<file path="config.mk">
export PLATFORM = sky130hd
export DESIGN_NAME = glyph_coverage_bitmap_builder_flat
export DESIGN_NICKNAME = d
export VERILOG_FILES = /design/src/rtl/core/gcb_pkg.sv /design/src/rtl/core/gcb_item_if.sv /design/src/rtl/core/gcb_result_if.sv /design/src/rtl/core/glyph_coverage_bitmap_builder.sv /design/src/rtl/core/gcb_classify.sv /design/src/rtl/core/gcb_accum.sv /design/src/rtl/core/gcb_burst.sv /design/src/flat_wrapper.sv
export SDC_FILE = /design/constraint.sdc
export NUM_CORES = 1
export LEC_CHECK = 0
export ABC_AREA = 1
export BUFFER_PORTS_ARGS = -buffer_cell sky130_fd_sc_hd__buf_4
export CELL_PAD_IN_SITES_DETAIL_PLACEMENT = 1
export CELL_PAD_IN_SITES_GLOBAL_PLACEMENT = 1
export CORE_MARGIN = 2
export CORE_UTILIZATION = 46
export DETAILED_ROUTE_END_ITERATION = 6
export PLACE_DENSITY_LB_ADDON = 0.1
export RECOVER_POWER = 50
export SYNTH_ARGS = -nofsm -noshare
export SYNTH_HDL_FRONTEND = slang
export SYNTH_SLANG_ARGS = --single-unit
</file>
<file path="constraint.sdc">
create_clock -name clk -period 14.96 [get_ports clk]
set_clock_uncertainty 0.15 [all_clocks]
set_input_delay 1.496 -clock clk [delete_from_list [all_inputs] [get_ports clk]]
set_output_delay 1.496 -clock clk [all_outputs]
set_load 0.01 [all_outputs]
</file>
<file path="src/rtl/core/gcb_pkg.sv">
// Shared types and constants of the glyph coverage bitmap builder.
// No dependencies; the design files refer to it by scoped names, the testbench imports it.
package gcb_pkg;

    localparam int unsigned CP_W      = 16;
    localparam int unsigned METRIC_W  = 32;
    localparam int unsigned WORD_W    = 64;
    localparam int unsigned N_WORDS   = 4;
    localparam int unsigned BLOCK_W   = 8;
    localparam int unsigned SLOT_W    = 8;
    localparam int unsigned COUNT_W   = 9;
    localparam int unsigned BLOCK_LEN = 256;

    localparam logic [METRIC_W-1:0] NO_DEF_MARK = 32'h2000_0000;
    localparam logic [7:0]          BLOCK_END   = 8'hff;

    typedef enum logic [1:0] {
        KIND_EMPTY   = 2'd0,
        KIND_FULL    = 2'd1,
        KIND_PARTIAL = 2'd2
    } kind_t;

    typedef struct packed {
        logic [CP_W-1:0]            code_point;
        logic                       new_font;
        logic signed [METRIC_W-1:0] box_left;
        logic signed [METRIC_W-1:0] box_bottom;
        logic signed [METRIC_W-1:0] box_right;
        logic signed [METRIC_W-1:0] box_top;
        logic signed [METRIC_W-1:0] advance_x;
        logic signed [METRIC_W-1:0] advance_y;
    } item_t;

    typedef logic [N_WORDS-1:0][WORD_W-1:0] bitmap_t;

    typedef struct packed {
        logic [BLOCK_W-1:0] block_number;
        kind_t              kind;
        logic [SLOT_W-1:0]  slot;
        bitmap_t            words;
        logic               exhausted;
    } burst_t;

endpackage

</file>
<file path="src/rtl/core/gcb_item_if.sv">
// Input channel of the glyph coverage bitmap builder: valid/ready plus one item.
// Depends on gcb_pkg for field widths.
interface gcb_item_if;
    logic                                valid;
    logic                                ready;
    logic [gcb_pkg::CP_W-1:0]            code_point;
    logic                                new_font;
    logic signed [gcb_pkg::METRIC_W-1:0] box_left;
    logic signed [gcb_pkg::METRIC_W-1:0] box_bottom;
    logic signed [gcb_pkg::METRIC_W-1:0] box_right;
    logic signed [gcb_pkg::METRIC_W-1:0] box_top;
    logic signed [gcb_pkg::METRIC_W-1:0] advance_x;
    logic signed [gcb_pkg::METRIC_W-1:0] advance_y;

    modport source (
        output valid, code_point, new_font, box_left, box_bottom, box_right, box_top,
               advance_x, advance_y,
        input  ready
    );
    modport sink (
        input  valid, code_point, new_font, box_left, box_bottom, box_right, box_top,
               advance_x, advance_y,
        output ready
    );
endinterface

</file>
<file path="src/rtl/core/gcb_result_if.sv">
// Result channel of the glyph coverage bitmap builder: valid/ready plus one result.
// Depends on gcb_pkg for field widths.
interface gcb_result_if;
    logic                              valid;
    logic                              ready;
    logic [gcb_pkg::BLOCK_W-1:0]       block_number;
    logic [1:0]                        block_kind;
    logic [gcb_pkg::SLOT_W-1:0]        slot;
    logic [1:0]                        word_index;
    logic [gcb_pkg::WORD_W-1:0]        bitmap_word;
    logic                              slots_exhausted;
    logic                              last;

    modport source (
        output valid, block_number, block_kind, slot, word_index, bitmap_word,
               slots_exhausted, last,
        input  ready
    );
    modport sink (
        input  valid, block_number, block_kind, slot, word_index, bitmap_word,
               slots_exhausted, last,
        output ready
    );
endinterface

</file>
<file path="src/rtl/core/glyph_coverage_bitmap_builder.sv">
// Glyph coverage bitmap builder: accepts one code point per clock unless a block end
// waits as below, and classifies it as present or absent from its box and advance. A
// code point with low byte 0xff closes its 256-code block: an empty or full block
// yields a single result beat, any other block four beats carrying the 64-bit bitmap
// words under the next slot number. An accepted item passes the input register, then
// the result register, before its first result beat. Items flow at one per cycle; the
// result register drains one beat per cycle while results.ready is high, so a block end
// waits in the input register until the previous block's last beat is taken. Once
// MAX_SLOTS slots are used, items are dropped without results until new_font is set.
// Depends on gcb_pkg, gcb_item_if, gcb_result_if, gcb_accum and gcb_burst.
module glyph_coverage_bitmap_builder #(
    parameter int unsigned MAX_SLOTS = 254
) (
    input  logic          clk,
    input  logic          rst_n,
    gcb_item_if.sink      items,
    gcb_result_if.source  results
);

    logic             burst_free;
    logic             burst_load;
    gcb_pkg::burst_t  burst_data;

    gcb_accum #(
        .MAX_SLOTS (MAX_SLOTS)
    ) u_accum (
        .clk        (clk),
        .rst_n      (rst_n),
        .items      (items),
        .burst_free (burst_free),
        .burst_load (burst_load),
        .burst_data (burst_data)
    );

    gcb_burst u_burst (
        .clk     (clk),
        .rst_n   (rst_n),
        .load    (burst_load),
        .data    (burst_data),
        .free    (burst_free),
        .results (results)
    );

endmodule

</file>
<file path="src/rtl/core/gcb_classify.sv">
// Glyph presence test from bounding box, advance and space-character set.
// Depends on gcb_pkg (item_t, NO_DEF_MARK).
module gcb_classify (
    input  gcb_pkg::item_t item,
    output logic           present
);

    logic box_zero;
    logic adv_zero;
    logic space_char;

    always_comb
    begin
        box_zero   = (item.box_left == '0) && (item.box_bottom == '0) &&
                     (item.box_right == '0) && (item.box_top == '0);
        adv_zero   = (item.advance_x == '0) && (item.advance_y == '0);
        space_char = (item.code_point == 16'h0020) || (item.code_point == 16'h00a0) ||
                     ((item.code_point >= 16'h2000) && (item.code_point <= 16'h200b)) ||
                     (item.code_point == 16'h202f) || (item.code_point == 16'h3000);
        present    = !(item.box_left == gcb_pkg::NO_DEF_MARK) &&
                     !(box_zero && adv_zero) &&
                     !(box_zero && !space_char);
    end

endmodule

</file>
<file path="src/rtl/core/gcb_accum.sv">
// Input register, block buffer, present count, slot counter and stop flag.
// Depends on gcb_pkg, gcb_item_if and gcb_classify; hands finished blocks to gcb_burst.
module gcb_accum #(
    parameter int unsigned MAX_SLOTS = 254
) (
    input  logic              clk,
    input  logic              rst_n,
    gcb_item_if.sink          items,
    input  logic              burst_free,
    output logic              burst_load,
    output gcb_pkg::burst_t   burst_data
);

    gcb_pkg::item_t                   item_reg;
    logic                             item_valid_reg;
    gcb_pkg::bitmap_t                 bits_reg,  bits_next;
    logic [gcb_pkg::COUNT_W-1:0]      count_reg, count_next;
    logic [gcb_pkg::SLOT_W-1:0]       slots_reg, slots_next;
    logic                             stopped_reg, stopped_next;

    logic                             present;
    logic                             take;
    logic                             gen_result;
    logic                             block_end;
    logic [1:0]                       widx;
    logic [5:0]                       bidx;
    gcb_pkg::bitmap_t                 bits_eff, bits_upd;
    logic [gcb_pkg::COUNT_W-1:0]      count_eff, count_upd;
    logic [gcb_pkg::SLOT_W-1:0]       slots_eff, slots_inc;
    logic                             stopped_eff;
    logic                             hit;

    gcb_classify u_classify (
        .item    (item_reg),
        .present (present)
    );

    always_comb
    begin
        widx        = item_reg.code_point[7:6];
        bidx        = item_reg.code_point[5:0];
        block_end   = (item_reg.code_point[7:0] == gcb_pkg::BLOCK_END);

        bits_eff    = item_reg.new_font ? '0 : bits_reg;
        count_eff   = item_reg.new_font ? '0 : count_reg;
        slots_eff   = item_reg.new_font ? '0 : slots_reg;
        stopped_eff = item_reg.new_font ? 1'b0 : stopped_reg;

        hit         = bits_eff[widx][bidx];
        bits_upd    = bits_eff;
        if (present)
        begin
            bits_upd[widx][bidx] = 1'b1;
        end
        count_upd   = count_eff + gcb_pkg::COUNT_W'(present && !hit);
        slots_inc   = slots_eff + 1'b1;

        gen_result  = item_valid_reg && !stopped_eff && block_end;
        take        = item_valid_reg && (!gen_result || burst_free);
        burst_load  = take && gen_result;

        burst_data.block_number = item_reg.code_point[15:8];
        burst_data.kind         = gcb_pkg::KIND_PARTIAL;
        burst_data.slot         = slots_eff;
        burst_data.words        = bits_upd;
        burst_data.exhausted    = (slots_inc == gcb_pkg::SLOT_W'(MAX_SLOTS));
        if (count_upd == '0)
        begin
            burst_data.kind      = gcb_pkg::KIND_EMPTY;
            burst_data.slot      = '0;
            burst_data.words     = '0;
            burst_data.exhausted = 1'b0;
        end
        else if (count_upd >= gcb_pkg::COUNT_W'(gcb_pkg::BLOCK_LEN))
        begin
            burst_data.kind      = gcb_pkg::KIND_FULL;
            burst_data.slot      = '0;
            burst_data.words     = '0;
            burst_data.exhausted = 1'b0;
        end

        bits_next    = bits_reg;
        count_next   = count_reg;
        slots_next   = slots_reg;
        stopped_next = stopped_reg;
        if (take && !stopped_eff)
        begin
            bits_next    = bits_upd;
            count_next   = count_upd;
            slots_next   = slots_eff;
            stopped_next = 1'b0;
            if (block_end)
            begin
                bits_next  = '0;
                count_next = '0;
                if (burst_data.kind == gcb_pkg::KIND_PARTIAL)
                begin
                    slots_next   = slots_inc;
                    stopped_next = burst_data.exhausted;
                end
            end
        end

        items.ready = !item_valid_reg || take;
    end

    always_ff @(posedge clk or negedge rst_n)
    begin
        if (!rst_n)
        begin
            item_valid_reg <= 1'b0;
            bits_reg       <= '0;
            count_reg      <= '0;
            slots_reg      <= '0;
            stopped_reg    <= 1'b0;
        end
        else
        begin
            if (items.ready)
            begin
                item_valid_reg <= items.valid;
            end
            bits_reg    <= bits_next;
            count_reg   <= count_next;
            slots_reg   <= slots_next;
            stopped_reg <= stopped_next;
        end
    end

    always_ff @(posedge clk)
    begin
        if (items.ready && items.valid)
        begin
            item_reg.code_point <= items.code_point;
            item_reg.new_font   <= items.new_font;
            item_reg.box_left   <= items.box_left;
            item_reg.box_bottom <= items.box_bottom;
            item_reg.box_right  <= items.box_right;
            item_reg.box_top    <= items.box_top;
            item_reg.advance_x  <= items.advance_x;
            item_reg.advance_y  <= items.advance_y;
        end
    end

endmodule

</file>
<file path="src/rtl/core/gcb_burst.sv">
// Result register and beat sequencer: one beat for empty or full, four for a bitmap.
// Depends on gcb_pkg and gcb_result_if.
module gcb_burst (
    input  logic              clk,
    input  logic              rst_n,
    input  logic              load,
    input  gcb_pkg::burst_t   data,
    output logic              free,
    gcb_result_if.source      results
);

    gcb_pkg::burst_t  burst_reg;
    logic             valid_reg, valid_next;
    logic [1:0]       word_reg,  word_next;
    logic             last_beat;
    logic             beat_done;

    always_comb
    begin
        last_beat  = (burst_reg.kind != gcb_pkg::KIND_PARTIAL) || (word_reg == 2'd3);
        beat_done  = valid_reg && results.ready;
        free       = !valid_reg || (beat_done && last_beat);

        valid_next = valid_reg;
        word_next  = word_reg;
        if (beat_done)
        begin
            if (last_beat)
            begin
                valid_next = 1'b0;
                word_next  = '0;
            end
            else
            begin
                word_next = word_reg + 1'b1;
            end
        end
        if (load)
        begin
            valid_next = 1'b1;
            word_next  = '0;
        end

        results.valid           = valid_reg;
        results.block_number    = burst_reg.block_number;
        results.block_kind      = burst_reg.kind;
        results.slot            = burst_reg.slot;
        results.word_index      = word_reg;
        results.bitmap_word     = burst_reg.words[word_reg];
        results.slots_exhausted = burst_reg.exhausted;
        results.last            = last_beat;
    end

    always_ff @(posedge clk or negedge rst_n)
    begin
        if (!rst_n)
        begin
            valid_reg <= 1'b0;
            word_reg  <= '0;
        end
        else
        begin
            valid_reg <= valid_next;
            word_reg  <= word_next;
        end
    end

    always_ff @(posedge clk)
    begin
        if (load)
        begin
            burst_reg <= data;
        end
    end

endmodule

</file>
<file path="src/flat_wrapper.sv">
// flat-port wrapper written by rule: the top's interface ports become plain ports
module glyph_coverage_bitmap_builder_flat 
#(
    parameter int unsigned MAX_SLOTS = 254
)
  (clk, rst_n, items_valid, items_code_point, items_new_font, items_box_left, items_box_bottom, items_box_right, items_box_top, items_advance_x, items_advance_y, items_ready, results_valid, results_block_number, results_block_kind, results_slot, results_word_index, results_bitmap_word, results_slots_exhausted, results_last, results_ready);
  gcb_item_if items_i ();
  gcb_result_if results_i ();
  input  logic clk;
  input  logic rst_n;
  input wire logic [$bits(items_i.valid)-1:0] items_valid;
  input wire logic [$bits(items_i.code_point)-1:0] items_code_point;
  input wire logic [$bits(items_i.new_font)-1:0] items_new_font;
  input wire logic [$bits(items_i.box_left)-1:0] items_box_left;
  input wire logic [$bits(items_i.box_bottom)-1:0] items_box_bottom;
  input wire logic [$bits(items_i.box_right)-1:0] items_box_right;
  input wire logic [$bits(items_i.box_top)-1:0] items_box_top;
  input wire logic [$bits(items_i.advance_x)-1:0] items_advance_x;
  input wire logic [$bits(items_i.advance_y)-1:0] items_advance_y;
  output wire logic [$bits(items_i.ready)-1:0] items_ready;
  output wire logic [$bits(results_i.valid)-1:0] results_valid;
  output wire logic [$bits(results_i.block_number)-1:0] results_block_number;
  output wire logic [$bits(results_i.block_kind)-1:0] results_block_kind;
  output wire logic [$bits(results_i.slot)-1:0] results_slot;
  output wire logic [$bits(results_i.word_index)-1:0] results_word_index;
  output wire logic [$bits(results_i.bitmap_word)-1:0] results_bitmap_word;
  output wire logic [$bits(results_i.slots_exhausted)-1:0] results_slots_exhausted;
  output wire logic [$bits(results_i.last)-1:0] results_last;
  input wire logic [$bits(results_i.ready)-1:0] results_ready;
  assign items_i.valid = items_valid;
  assign items_i.code_point = items_code_point;
  assign items_i.new_font = items_new_font;
  assign items_i.box_left = items_box_left;
  assign items_i.box_bottom = items_box_bottom;
  assign items_i.box_right = items_box_right;
  assign items_i.box_top = items_box_top;
  assign items_i.advance_x = items_advance_x;
  assign items_i.advance_y = items_advance_y;
  assign items_ready = items_i.ready;
  assign results_valid = results_i.valid;
  assign results_block_number = results_i.block_number;
  assign results_block_kind = results_i.block_kind;
  assign results_slot = results_i.slot;
  assign results_word_index = results_i.word_index;
  assign results_bitmap_word = results_i.bitmap_word;
  assign results_slots_exhausted = results_i.slots_exhausted;
  assign results_last = results_i.last;
  assign results_i.ready = results_ready;
  glyph_coverage_bitmap_builder #(.MAX_SLOTS(MAX_SLOTS)) u_core (.clk(clk), .rst_n(rst_n), .items(items_i), .results(results_i));
endmodule
</file>
# Yosys cells after proc, flatten, opt, wreduce, memory -nomap -nowiden
# Index checks and enable logic that the tools add are counted.
# Widths: inputs -> output; s select.
# totals
regBits	762
in_bits	213
out_inout_bits	88
wordCells	125
# classes
add_sub_neg	3
magnitude_cmp	8
n_eq_ne	10
muxes	29
n_bitwise	1
reduce_logical	48
# op_table
op	n
$mux 256	3
$mux 267	2
$bmux 64 s2	2
$or 256x256->256	1
$logic_not 32->1	6
$mux 64	3
$demux 64 s2	1
$eq 16x14->1 const B	2
$eq 32x30->1 const B	1
$mux 8	3
$logic_and 1x1->1	20
$mux 9	2
$eq 16x6->1 const B	1
$eq 16x8->1 const B	1
$eq 8x8->1 const B	2
$ge 16x14->1 const B	1
$le 16x14->1 const B	1
$add 9x1->9	1
$ge 9x9->1 const B	1
$logic_not 1->1	9
$logic_not 9->1	1
$add 8x1->8 const B	1
$logic_or 1x1->1	8
$mux 1	8
other kinds (13)	18

# Depth between registers and ports, before layout
# Gate-level depths: netlist of the first run.
# depth
ltp_word	17
mapped_depth	30
mapped_depth_nobuf	26

# By module
# From an unflattened synthesis of the first run, not the netlist that was laid out.
# unflattened
hier_cells	3790
area_unflattened_um2	35709.2
# modules_own_cells
module	instances	cells_per_inst	area_per_inst_um2
gcb_accum	1	2764	23757.8
gcb_burst	1	808	11105.7
gcb_classify	1	218	845.8

# Worst setup path before layout of the first run
# Ideal clock, no wire load.
# synth_path
path_kind	in2reg
from	in results_ready
to	reg u_core.u_burst.burst_reg[100] (netlist bit), enable pin
setup_ns	0.924
arrival_ns	13.167
required_time_ns	13.886
slack_ns	0.719
stages	2
path_cell_list	a21boi_0 nor2_1
# synth_via
elab_chain_len	6
# synth_rtl
item	line	source
from (decl)	flat_wrapper.sv:29	input wire logic [$bits(results_i.ready)-1:0] results_ready;
$logic_and 1x1->1	gcb_burst.sv:21	beat_done = valid_reg && results.ready;
$logic_and 1x1->1	gcb_burst.sv:22	free = !valid_reg || (beat_done && last_beat);
$logic_or 1x1->1	gcb_burst.sv:22	
$logic_or 1x1->1	gcb_accum.sv:59	take = item_valid_reg && (!gen_result || burst_free);
$logic_and 1x1->1	gcb_accum.sv:59	
$logic_and 1x1->1	gcb_accum.sv:60	burst_load = take && gen_result;
named net u_core.burst_load	glyph_coverage_bitmap_builder.sv:21	logic burst_load;
to (signal assigned)	gcb_burst.sv:72	burst_reg <= data;
to (decl)	gcb_burst.sv:12	gcb_pkg::burst_t burst_reg;
# The timed path passes the listed nets, and every way through them passes these cells.
# A chain may end at the register's enable or synchronous reset.

# Final worst setup path of the first run
# layout_path
from	reg u_core.u_accum.item_reg[192] (netlist bit)
to	reg u_core.u_accum.item_reg, in the netlist u_core.u_accum.burst_data[269], enable pin
# layout_via
elab_chain_len	9
# layout_rtl
item	line	source
from (decl)	gcb_accum.sv:14	gcb_pkg::item_t item_reg;
$mux 1	gcb_accum.sv:47	stopped_eff = item_reg.new_font ? 1'b0 : stopped_reg;
$logic_not 1->1	gcb_accum.sv:58	gen_result = item_valid_reg && !stopped_eff && block_end;
$logic_and 1x1->1 (2 in series)	gcb_accum.sv:58	
$logic_not 1->1	gcb_accum.sv:59	
$logic_or 1x1->1	gcb_accum.sv:59	
$logic_and 1x1->1	gcb_accum.sv:59	
$logic_or 1x1->1	gcb_accum.sv:104	items.ready = !item_valid_reg || take;
$logic_and 1x1->1	gcb_accum.sv:132	if (items.ready && items.valid)
# Every way passes these cells.

==> results.tsv, run 1 <==
stage	metric	value	unit
clocking	CTS buffer count	86	
global_route	vias in the first global route	33794	
sta	Period minus WS final	10080	ps
clocking	deepest clock path buffer count	3	
yosys	Synth Area in Compound Gates	7.54	%
worst_setup_path	critical path arrival	10210	ps
clocking	Post-CTS Setup Bufs	0	
power	P_leak	19.1	nW
clocking	CTS tree	done	
yosys	post-synth top area cell	edfxtp_1	
yosys	synthesized flop and latch total	762	
yosys	syn avg cell area	8.14	um2
floorplan	die width	290	um
clocking	CTS Hold Bufs	0	
yosys	adder-cell share of the synthesized area	0.166	%
drt	WL final	124	mm
yosys	share of flip-flops with an asynchronous set or reset	36.5	%
yosys	Net Count, Synth	4843	
global_route	initial antenna violation count	2	
worst_hold_path	worst hold-check path type	reg -> reg	
yosys	count of flip-flops with a built-in enable after synthesis	484	
run	Max-Cap Viols	9	
outcome	failing checks	capacitance limit, slew limit	
sta	final hold vios	0	
placement	PortBufs	300	
yosys	portion of netlist area occupied by mux cells	0	%
layout	layout cells sized above 1	9.62	%
clocking	Clock Sinks	762	
drt	drt wl/cell	20.9	um
global_route	GR Overflow Total	0	
floorplan	Starting Density	46.6	%
drt	Residual DRC	0	
yosys	largest family of logic cells by synthesized area	simple AND/OR/NAND/NOR gates	
sta	RSZ-0062 raised after global routing	no	
sta	fin crit share	67.4	%
yosys	sequential cell area fraction in the yosys report	57.1	%
outcome	status	finished, violations left	
yosys	post-synthesis xor/xnor area fraction	0.163	%
drt	DRT antenna net count	0	
yosys	Simple-Gate Fraction of Synth Area	27.7	%
power	Peak VDD IR	0.117	mV
clocking	post-CTS resize count	0	
yosys	Netlist cell types	42	
power	power density over cell area	113	nW/um2
floorplan	io pins	301	
drt	Iter 0 DRT Violations	2199	
clocking	htree depth	3	
worst_setup_path	endpoint class of the critical path	flip-flop	
floorplan	die footprint	84200	um2
sta	Max Freq	99.2	MHz
drt	vias per inst	5.43	
drt	Initial DRT Pass Iterations	5	
worst_setup_path	CP startpoint kind	flip-flop	
floorplan	total core area	80800	um2
worst_setup_path	CP max FO	80	
clocking	worst skew pair latency	660	ps
placement	GPL Wtd Cong	0.813	
drt	via count	32202	
sta	final setup violating endpoints	0	
global_route	largest net degree at the start of global routing	173	
layout	nets@finish	5014	
sta	measured slew at the worst slew-check pin	4550	ps
yosys	Main synth FF type	edfxtp_1	
sta	setup TNS	0	ps
clocking	Worst-path clk slew	60	ps
sta	Hold WS	293	ps
floorplan	Die Height	290	um
yosys	top cell type's share of synthesized area	38.6	%
sta	Slew HR	-204	%
layout	# diodes	0	
sta	Pins Over Slew Limit	570	
yosys	cell area after synthesis	37700	um2
global_route	Tot GR Track Use	29.3	%
worst_setup_path	Data required, critical path	15090	ps
yosys	largest cells by area after synthesis	edfxtp_1 (39%), dfrtp_1 (18%), nand2_1 (18%)	
worst_setup_path	critical path class	reg -> reg	
layout	# fillers	9775	
placement	HPWL reported at the end of detailed placement	73.4	mm
floorplan	row count	104	
layout	Area Growth Syn to Fin	13.7	%
clocking	Root Driver	clkbuf_16	
yosys	Mapped Cells	4625	
layout	Final Util	53.0	%
global_route	global-route wire length before repair	193	mm
yosys	Ys Warns	0	
## cell type report
class | instances | area (um2) | area share [%]
Inverter | 328 | 1230 | 2.88
Clock inverter | 42 | 415 | 0.970
Tap cell | 1060 | 1330 | 3.10
Sequential cell | 762 | 21500 | 50.2
Clock buffer | 116 | 2340 | 5.48
Multi-Input combinational cell | 3264 | 13500 | 31.4
Timing Repair Buffer | 354 | 2550 | 5.95
## final timing paths
kind	to	cells past startpoint	slack, ps	from
worst max-delay path	u_core.u_accum.burst_data[269]	10	4880	u_core.u_accum.item_reg[192]
min in group asynchronous	u_core.u_accum.slots_reg[4]	1	2250	rst_n
worst min-delay path	u_core.u_burst.results.block_number[7]	0	290	u_core.u_accum.burst_data[274]
worst max register to register	u_core.u_accum.burst_data[269]	10	4880	u_core.u_accum.item_reg[192]
max in group asynchronous	u_core.u_accum.bits_reg[235]	3	7320	rst_n
worst min register to register	u_core.u_burst.results.block_number[7]	0	290	u_core.u_accum.burst_data[274]
## kinds of logic after synthesis
group | count (synthesis)
adder cells (fa/ha/maj) | 5
XOR/XNOR | 7
AND/OR/NAND/NOR | 2717
buffers and inverters | 599
AO/OA/AOI/OAI | 535
flip-flops | 762
## cell usage after synthesis (2+ instances only)
master and number:
a21oi_1 281, nand2_1 1792, xnor2_1 2, nor2_4 2
nor4_1 4, o2111ai_1 3, clkbuf_1 100, o21ai_1 4
nor2_1 831, dfrtp_1 278, ha_1 5, edfxtp_1 484
nand3_1 28, o21ai_0 148, nand2_2 6, nor3_1 5
buf_2 60, nor2_2 4, buf_6 14, inv_2 9
inv_1 318, buf_4 88, buf_1 8, o211ai_1 5
nand3b_1 2, a21boi_0 2, a31oi_1 2, xor2_1 5
a22oi_1 10, nand4_1 37, o22ai_1 77
## critical path, cell delays in order, from the launching register on
cell and delay, ps:
edfxtp_1 380, clkbuf_1 240, clkinvlp_2 920, clkbuf_1 2390, nand2_1 100, nand2_1 270
nor2_1 140, a21oi_4 130, clkbuf_1 2890, buf_4 1090, buf_4 820
## metal layers
metal	up-vias	track usage, %	wire length (um)
met2	854	51.2	60700
met5	-	0	28
met1	16101	37.6	52800
met3	194	4.06	6520
met4	4	9.27	3730
li1	15049	-	-
## layout by cell type, fill, tap and decap left out, drive strengths merged, types with 6 or more instances in the layout
cell    instances
nand4          38
nor3            6
a22oi          10
nand3          28
clkinv         35
edfxtp        484
o22ai          77
a21oi         281
nor2          837
dfrtp         278
inv           329
nand2        1799
clkbuf        356
o21ai         152
buf           114
## power breakdown
group / leakage (nW) / switching [mW] / internal (mW)
Sequential: 8.42 / 0.0271 / 2.30
Clock: 1.35 / 0.917 / 1.18
Combinational: 9.35 / 0.336 / 0.0886
Total: 19.1 / 1.28 / 3.57
## metrics by stage
stage	setup WS (ps)	cells	area, um2	power [mW]
floorplan	719	4625	37700	2.62
global placement	7880	5768	40200	2.79
detailed placement	7710	5768	40200	2.80
CTS	7690	5926	43000	4.89
global route	4130	5926	42800	4.99
finish	4880	5926	42800	4.85
(Power assumes the default switching activity.)
==> run 2: changes to the inputs <==
--- a/config.mk
+++ b/config.mk
@@ -10,7 +10,7 @@
 export CELL_PAD_IN_SITES_DETAIL_PLACEMENT = 1
 export CELL_PAD_IN_SITES_GLOBAL_PLACEMENT = 1
 export CORE_MARGIN = 2
-export CORE_UTILIZATION = 46
+export CORE_UTILIZATION = 41
 export DETAILED_ROUTE_END_ITERATION = 6
 export PLACE_DENSITY_LB_ADDON = 0.1
 export RECOVER_POWER = 50
==> constraint.sdc (replaced) <==
create_clock -name clk -period 9 [get_ports clk]
set_clock_uncertainty 0.15 [all_clocks]
set_input_delay 0.9 -clock clk [delete_from_list [all_inputs] [get_ports clk]]
set_output_delay 0.9 -clock clk [all_outputs]
set_load 0.01 [all_outputs]
==> run 2 against run 1 <==
  * The run still ends with capacitance limit, slew limit left
  * Critical path depth rose by 1
  * Highest routed layer unchanged
  * Fmax up 40%
  * Clock-buffer cell count increased by 7
  * Non-clock buffer count is 4 lower
  * Total power up 73%
  * First-iteration DRC count decreased by 5.9%
  * Hold slack got worse by 35 ps
  * Critical path type unchanged
  * Sequential share of layout area fell by 0.68 points
  * Sequential power grew 66%
  * Largest power group unchanged
==> results.tsv, run 2 (same netlist as run 1, synthesis figures left out) <==
stage	metric	value	unit
clocking	CTS tree	done	
sta	setup TNS	0	ps
floorplan	io pins	301	
layout	# fillers	10919	
drt	vias per inst	5.27	
sta	Pins Over Slew Limit	275	
worst_setup_path	critical path class	reg -> reg	
sta	RSZ-0062 raised after global routing	no	
worst_setup_path	Critical-path top delay cell	nand2_1	
run	Max-Cap Viols	7	
sta	Hold WS	258	ps
worst_setup_path	critical-path cell list	clkbuf_1 -> ha_1 -> inv_1 -> nand3b_1 -> a21boi_0 -> nand2_1 -> nand2_1 -> buf_12 -> inv_2 -> nand4_1 -> nand2_1	
sta	final setup violating endpoints	0	
power	power density over cell area	193	nW/um2
clocking	Post-CTS Setup Bufs	0	
layout	commonest non-fill, non-tap cell in the layout	nand2_1	
global_route	largest net degree at the start of global routing	147	
sta	fin crit share	79.9	%
worst_setup_path	critical path arrival	7640	ps
clocking	Clock Sinks	762	
layout	nets@finish	5015	
sta	setup ws final	1810	ps
layout	commonest cells after routing, fill and taps aside	nand2_1 (1,790), nor2_1 (828), edfxtp_1 (484)	
placement	PortBufs	300	
worst_setup_path	endpoint class of the critical path	flip-flop	
sta	measured slew at the worst slew-check pin	3610	ps
clocking	post-CTS resize count	0	
sta	Max Freq	139	MHz
global_route	global-route wire length before repair	194	mm
clocking	deepest clock path buffer count	3	
floorplan	Die Height	307	um
drt	Initial DRT Pass Iterations	5	
sta	Period minus WS final	7190	ps
global_route	initial antenna violation count	2	
drt	drt wl/cell	20.6	um
global_route	GR Overflow Total	0	
drt	WL final	125	mm
global_route	vias in the first global route	33233	
outcome	failing checks	capacitance limit, slew limit	
worst_setup_path	CP startpoint kind	flip-flop	
floorplan	die footprint	94300	um2
layout	Layout Cells excl Fill	6062	
worst_setup_path	slowest stage delay, CP	2060	ps
worst_hold_path	worst hold-check path type	in -> reg	
drt	DRT antenna net count	0	
drt	via count	31965	
clocking	Worst-path clk slew	60	ps
clocking	htree depth	3	
sta	Slew HR	-141	%
placement	HPWL reported at the end of detailed placement	73.6	mm
placement	# placed instances	5889	
clocking	CTS buffer count	91	
power	Peak VDD IR	0.178	mV
worst_setup_path	CP max FO	130	
placement	GPL Wtd Cong	0.806	
placement	dpl ws	2670	ps
sta	final hold vios	0	
worst_setup_path	most frequent CP cell	nand2_1	
clocking	worst skew pair latency	700	ps
global_route	Tot GR Track Use	26.6	%
clocking	Root Driver	clkbuf_16	
floorplan	die width	307	um
layout	Area Growth Syn to Fin	15.3	%
floorplan	Starting Density	41.2	%
power	P_leak	19.3	nW
layout	# diodes	0	
floorplan	total core area	91400	um2
floorplan	row count	111	
drt	Residual DRC	0	
layout	layout cells sized above 1	9.91	%
worst_setup_path	Data required, critical path	9450	ps
drt	Iter 0 DRT Violations	2070	
layout	Final Util	47.5	%
outcome	status	finished, violations left	
[run 2: changes by cell type in the layout (fill, tap and decap cells not counted), sizes merged]
cell | before | now
inv | 329 | 328
bufinv | 4 | 9
dlygate4sd3 | 0 | 1
clkbuf | 356 | 357
clkinv | 35 | 39
clkinvlp | 2 | 1
buf | 114 | 115
[run 2: path summary, 6_finish.rpt]
kind	start	to	slack, ps	depth (start not counted)
max	u_core.u_burst.results.word_index[1]	u_core.u_accum.slots_reg[0]	1810	11
min	items_advance_y[10]	u_core.u_accum.item_reg[10]	260	1
max reg2reg	u_core.u_burst.results.word_index[1]	u_core.u_accum.slots_reg[0]	1810	11
min reg2reg	u_core.u_accum.burst_data[274]	u_core.u_burst.results.block_number[7]	290	0
max in group asynchronous	rst_n	u_core.u_accum.bits_reg[157]	2250	4
min in group asynchronous	rst_n	u_core.u_accum.slots_reg[2]	1710	2
[run 2: worst max-delay path, delay by kind of cell (launching register included)]
kind | cells | cell delay, ps
flops | 1 | 1040
fa+ha+maj | 1 | 340
buf+inv | 4 | 2780
compound gates | 1 | 200
simple gates | 5 | 2590
[run 2: stage by stage]
| stage | total power, mW | instance area (um2) |
|---|---|---|
| 6_report | 8.38 | 43400 |
| 5_1_grt | 8.66 | 43400 |
| 4_1_cts | 8.49 | 43600 |
| 3_5_place_dp | 4.67 | 40500 |
| 3_3_place_gp | 4.65 | 40500 |
| 2_1_floorplan | 4.34 | 37700 |
[run 2: final cells by class]
type,count,area (um2),share of cell area (%)
flip-flops and latches,762,21500,49.5
multi-input cells,3264,13500,31.0
clock buffers,123,2490,5.73
well taps,1186,1480,3.42
clock inverters,49,597,1.37
repair buffers,350,2650,6.09
inverters,328,1240,2.85
[run 2: power breakdown]
part           internal [mW]  switching [mW]  total [mW]  leakage, nW
clock network           2.22            1.58        3.80         1.51
logic                  0.156           0.556       0.712         9.38
registers               3.83          0.0449        3.87         8.43
total                   6.20            2.18        8.38         19.3
[run 2: metal layers]
layer  global-route usage (%)  part of all wire, %  vias up  wire length, um
met1                     35.2                   44    15820            54700
met3                     4.68                  6.1      191             7640
met4                     7.28                  2.5        2             3130
met5                        0                0.010        -               13
met2                     44.9                   48      882            59700
li1                         -                    -    15070                -
[run 2: what timing repair did]
| action | 4_1_cts | 5_1_grt |
|---|---|---|
| endpoints found under the hold margin | 22 | 0 |
| hold buffers | 1 | 0 |
| endpoints found under the setup margin | 0 | 0 |
==> run 3: changes to the inputs <==
--- a/config.mk
+++ b/config.mk
@@ -5,12 +5,12 @@
 export SDC_FILE = /design/constraint.sdc
 export NUM_CORES = 1
 export LEC_CHECK = 0
-export ABC_AREA = 1
+export ABC_AREA = 0
 export BUFFER_PORTS_ARGS = -buffer_cell sky130_fd_sc_hd__buf_4
 export CELL_PAD_IN_SITES_DETAIL_PLACEMENT = 1
 export CELL_PAD_IN_SITES_GLOBAL_PLACEMENT = 1
 export CORE_MARGIN = 2
-export CORE_UTILIZATION = 41
+export CORE_UTILIZATION = 44
 export DETAILED_ROUTE_END_ITERATION = 6
 export PLACE_DENSITY_LB_ADDON = 0.1
 export RECOVER_POWER = 50
==> constraint.sdc (replaced) <==
create_clock -name clk -period 6.4 [get_ports clk]
set_clock_uncertainty 0.15 [all_clocks]
set_input_delay 0.64 -clock clk [delete_from_list [all_inputs] [get_ports clk]]
set_output_delay 0.64 -clock clk [all_outputs]
set_load 0.01 [all_outputs]
==> run 3 against run 2 <==
  * Non-clock buffer count grew 80
  * Utilization up 5.6 points
  * Synthesized cell count is 42% lower
  * Largest cell class unchanged
  * The run still ends with capacitance limit, slew limit left
  * Final cell count decreased by 34%
  * Clock power up 33%
==> results.tsv, run 3 <==
stage	metric	value	unit
outcome	status	finished, violations left	
outcome	failing checks	capacitance limit, slew limit	
floorplan	row count	99	
worst_setup_path	critical path arrival	5920	ps
power	P_leak	14.0	nW
layout	Layout Cells excl Fill	4005	
sta	Period minus WS final	5730	ps
yosys	list of most frequent post-synthesis cells	nand2_1 (608), edfxtp_1 (484), dfrtp_1 (278)	
sta	Pins Over Slew Limit	387	
worst_setup_path	CP max FO	108	
worst_setup_path	r2r setup slk	670	ps
layout	nets@finish	3195	
drt	WL final	104	mm
power	power density over cell area	300	nW/um2
clocking	deepest clock path buffer count	3	
power	Clock power frac	43.2	%
sta	Max Freq	174	MHz
run	Max-Cap Viols	6	
yosys	count of flip-flops with a built-in enable after synthesis	484	
clocking	Root Driver	clkbuf_16	
layout	final instance area	38900	um2
power	Net Sw Power	2.87	mW
global_route	Tot GR Track Use	27.2	%
power	Peak VDD IR	0.228	mV
yosys	Ys Warns	0	
global_route	GR Overflow Total	0	
power	total power	11.7	mW
yosys	sequential cell area fraction in the yosys report	65.9	%
floorplan	die footprint	76400	um2
clocking	CTS tree	done	
clocking	CTS Hold Bufs	38	
clocking	Worst-path clk slew	70	ps
sta	final setup violating endpoints	0	
sta	Slew HR	-54.5	%
drt	drt wl/cell	25.9	um
sta	setup TNS	0	ps
layout	commonest non-fill, non-tap cell in the layout	nand2_1	
yosys	share of flip-flops with an asynchronous set or reset	36.5	%
power	power share of the combinational group	10.2	%
clocking	Clock Sinks	762	
worst_hold_path	Worst Hold Depth	2	
layout	# diodes	0	
clocking	post-CTS resize count	0	
power	Reg power frac	46.6	%
sta	setup ws final	668	ps
worst_setup_path	critical path class	reg -> reg	
layout	layout cells sized above 1	19.3	%
yosys	Net Count, Synth	2891	
clocking	CTS buffer count	84	
yosys	cell area after synthesis	32600	um2
global_route	vias in the first global route	25427	
worst_setup_path	endpoint class of the critical path	flip-flop	
floorplan	io pins	301	
layout	Area Growth Syn to Fin	19.2	%
placement	Placed Area	35900	um2
sta	final hold vios	0	
sta	Hold WS	50.1	ps
sta	fin crit share	89.6	%
yosys	synthesized flop and latch total	762	
global_route	largest net degree at the start of global routing	148	
clocking	htree depth	3	
placement	dpl ws	730	ps
drt	vias per inst	5.91	
floorplan	Die Height	276	um
drt	Iter 0 DRT Violations	2095	
floorplan	die width	276	um
worst_hold_path	worst hold-check path type	in -> reg	
placement	GPL Wtd Cong	0.809	
sta	measured slew at the worst slew-check pin	2320	ps
clocking	worst skew pair latency	640	ps
floorplan	total core area	73200	um2
yosys	largest cells by area after synthesis	edfxtp_1 (45%), dfrtp_1 (21%), nand2_1 (7.0%)	
yosys	Netlist cell types	71	
yosys	syn avg cell area	12.2	um2
yosys	top cell type's share of synthesized area	44.5	%
sta	RSZ-0062 raised after global routing	no	
yosys	most numerous cell in the Yosys netlist	nand2_1	
worst_setup_path	CP startpoint kind	flip-flop	
clocking	Post-CTS Setup Bufs	0	
placement	HPWL reported at the end of detailed placement	64.4	mm
yosys	post-synth top area cell	edfxtp_1	
layout	Final Util	53.1	%
drt	DRT antenna net count	0	
power	sw frac	24.6	%
yosys	Mapped Cells	2673	
layout	commonest cells after routing, fill and taps aside	nand2_1 (608), edfxtp_1 (484), dfrtp_1 (278)	
worst_setup_path	Data required, critical path	6580	ps
drt	Initial DRT Pass Iterations	5	
drt	via count	23688	
power	Internal	8.81	mW
placement	# placed instances	3811	
global_route	initial antenna violation count	0	
yosys	Main synth FF type	edfxtp_1	
global_route	global-route wire length before repair	159	mm
worst_setup_path	Reg2Reg Depth	16	
floorplan	Starting Density	44.6	%
drt	Residual DRC	0	
placement	PortBufs	300	
==> run 3: changes by cell type after synthesis, moves of 46 or more <==
| cell | delta |
|---|---|
| inv_1 | -308 |
| mux4_2 | +84 |
| a21oi_1 | -242 |
| nand2_1 | -1184 |
| a22oi_1 | +48 |
| o22ai_1 | -76 |
| buf_4 | -54 |
| o21ai_1 | +264 |
| o21ai_0 | +115 |
| nor4_1 | +46 |
| nand3_1 | +52 |
| nor2_1 | -804 |
==> run 3: metal layers <==
| metal | part of all wire [%] | vias up | GRT usage (%) |
|---|---|---|---|
| met1 | 42 | 12219 | 35.8 |
| met3 | 5.8 | 201 | 4.88 |
| met2 | 49 | 801 | 45.4 |
| met4 | 3.3 | 0 | 9.54 |
| met5 | 0 | - | 0 |
| li1 | - | 10467 | - |
==> run 3: worst paths after layout <==
| kind | startpoint | to |
|---|---|---|
| setup / recovery | u_core.u_accum.bidx[1] | u_core.u_burst.burst_reg[117] |
| hold / removal | items_valid | u_core.u_accum.item_valid_reg |
| setup reg to reg | u_core.u_accum.bidx[1] | u_core.u_burst.burst_reg[117] |
| hold reg to reg | u_core.u_accum.burst_data[268] | u_core.u_burst.results.block_number[1] |
| max in group asynchronous | rst_n | u_core.u_accum.bits_reg[117] |
| min in group asynchronous | rst_n | u_core.u_accum.bits_reg[92] |
==> run 3: layout make-up <==
class,instances,area [um2]
Multi-Input combinational cell,1688,10100
Clock buffer,110,2330
Sequential cell,762,21500
Inverter,11,41.3
Clock inverter,45,526
Tap cell,959,1200
Fill cell,7405,34300
Timing Repair Buffer,430,3230
==> run 3: power groups by stage <==
| stage | combinational (mW) | sequential (mW) | clock [mW] |
|---|---|---|---|
| after global placement | 1.20 | 5.54 | 0 |
| after CTS | 1.24 | 5.45 | 5.12 |
| after global routing | 1.27 | 5.46 | 5.30 |
| final | 1.19 | 5.44 | 5.04 |
| after detailed placement | 1.22 | 5.54 | 0 |
| after floorplan | 0.652 | 5.47 | 0 |
==> run 3: cells by family after synthesis <==
kind of cell / after synthesis / synth area share, %
compound gates: 701 / 12.0
fa+ha+maj: 5 / 0.192
mux: 105 / 6.45
flops: 762 / 65.9
buf+inv: 223 / 3.47
xor+xnor: 6 / 0.161
simple gates: 871 / 11.8
==> run 3: worst max-delay path, cell delays in order, from the launching register on <==
cell and delay [ps]:
edfxtp_1 620, nor3_4 660, and3_1 250, a21oi_1 70
nor4_1 500, or4_1 360, o31ai_1 160, and4b_1 370
ha_1 200, ha_1 270, xnor2_1 130, or3_1 330
o41a_2 550, and2_4 220, buf_12 220, nand2_1 150
o21ai_0 90
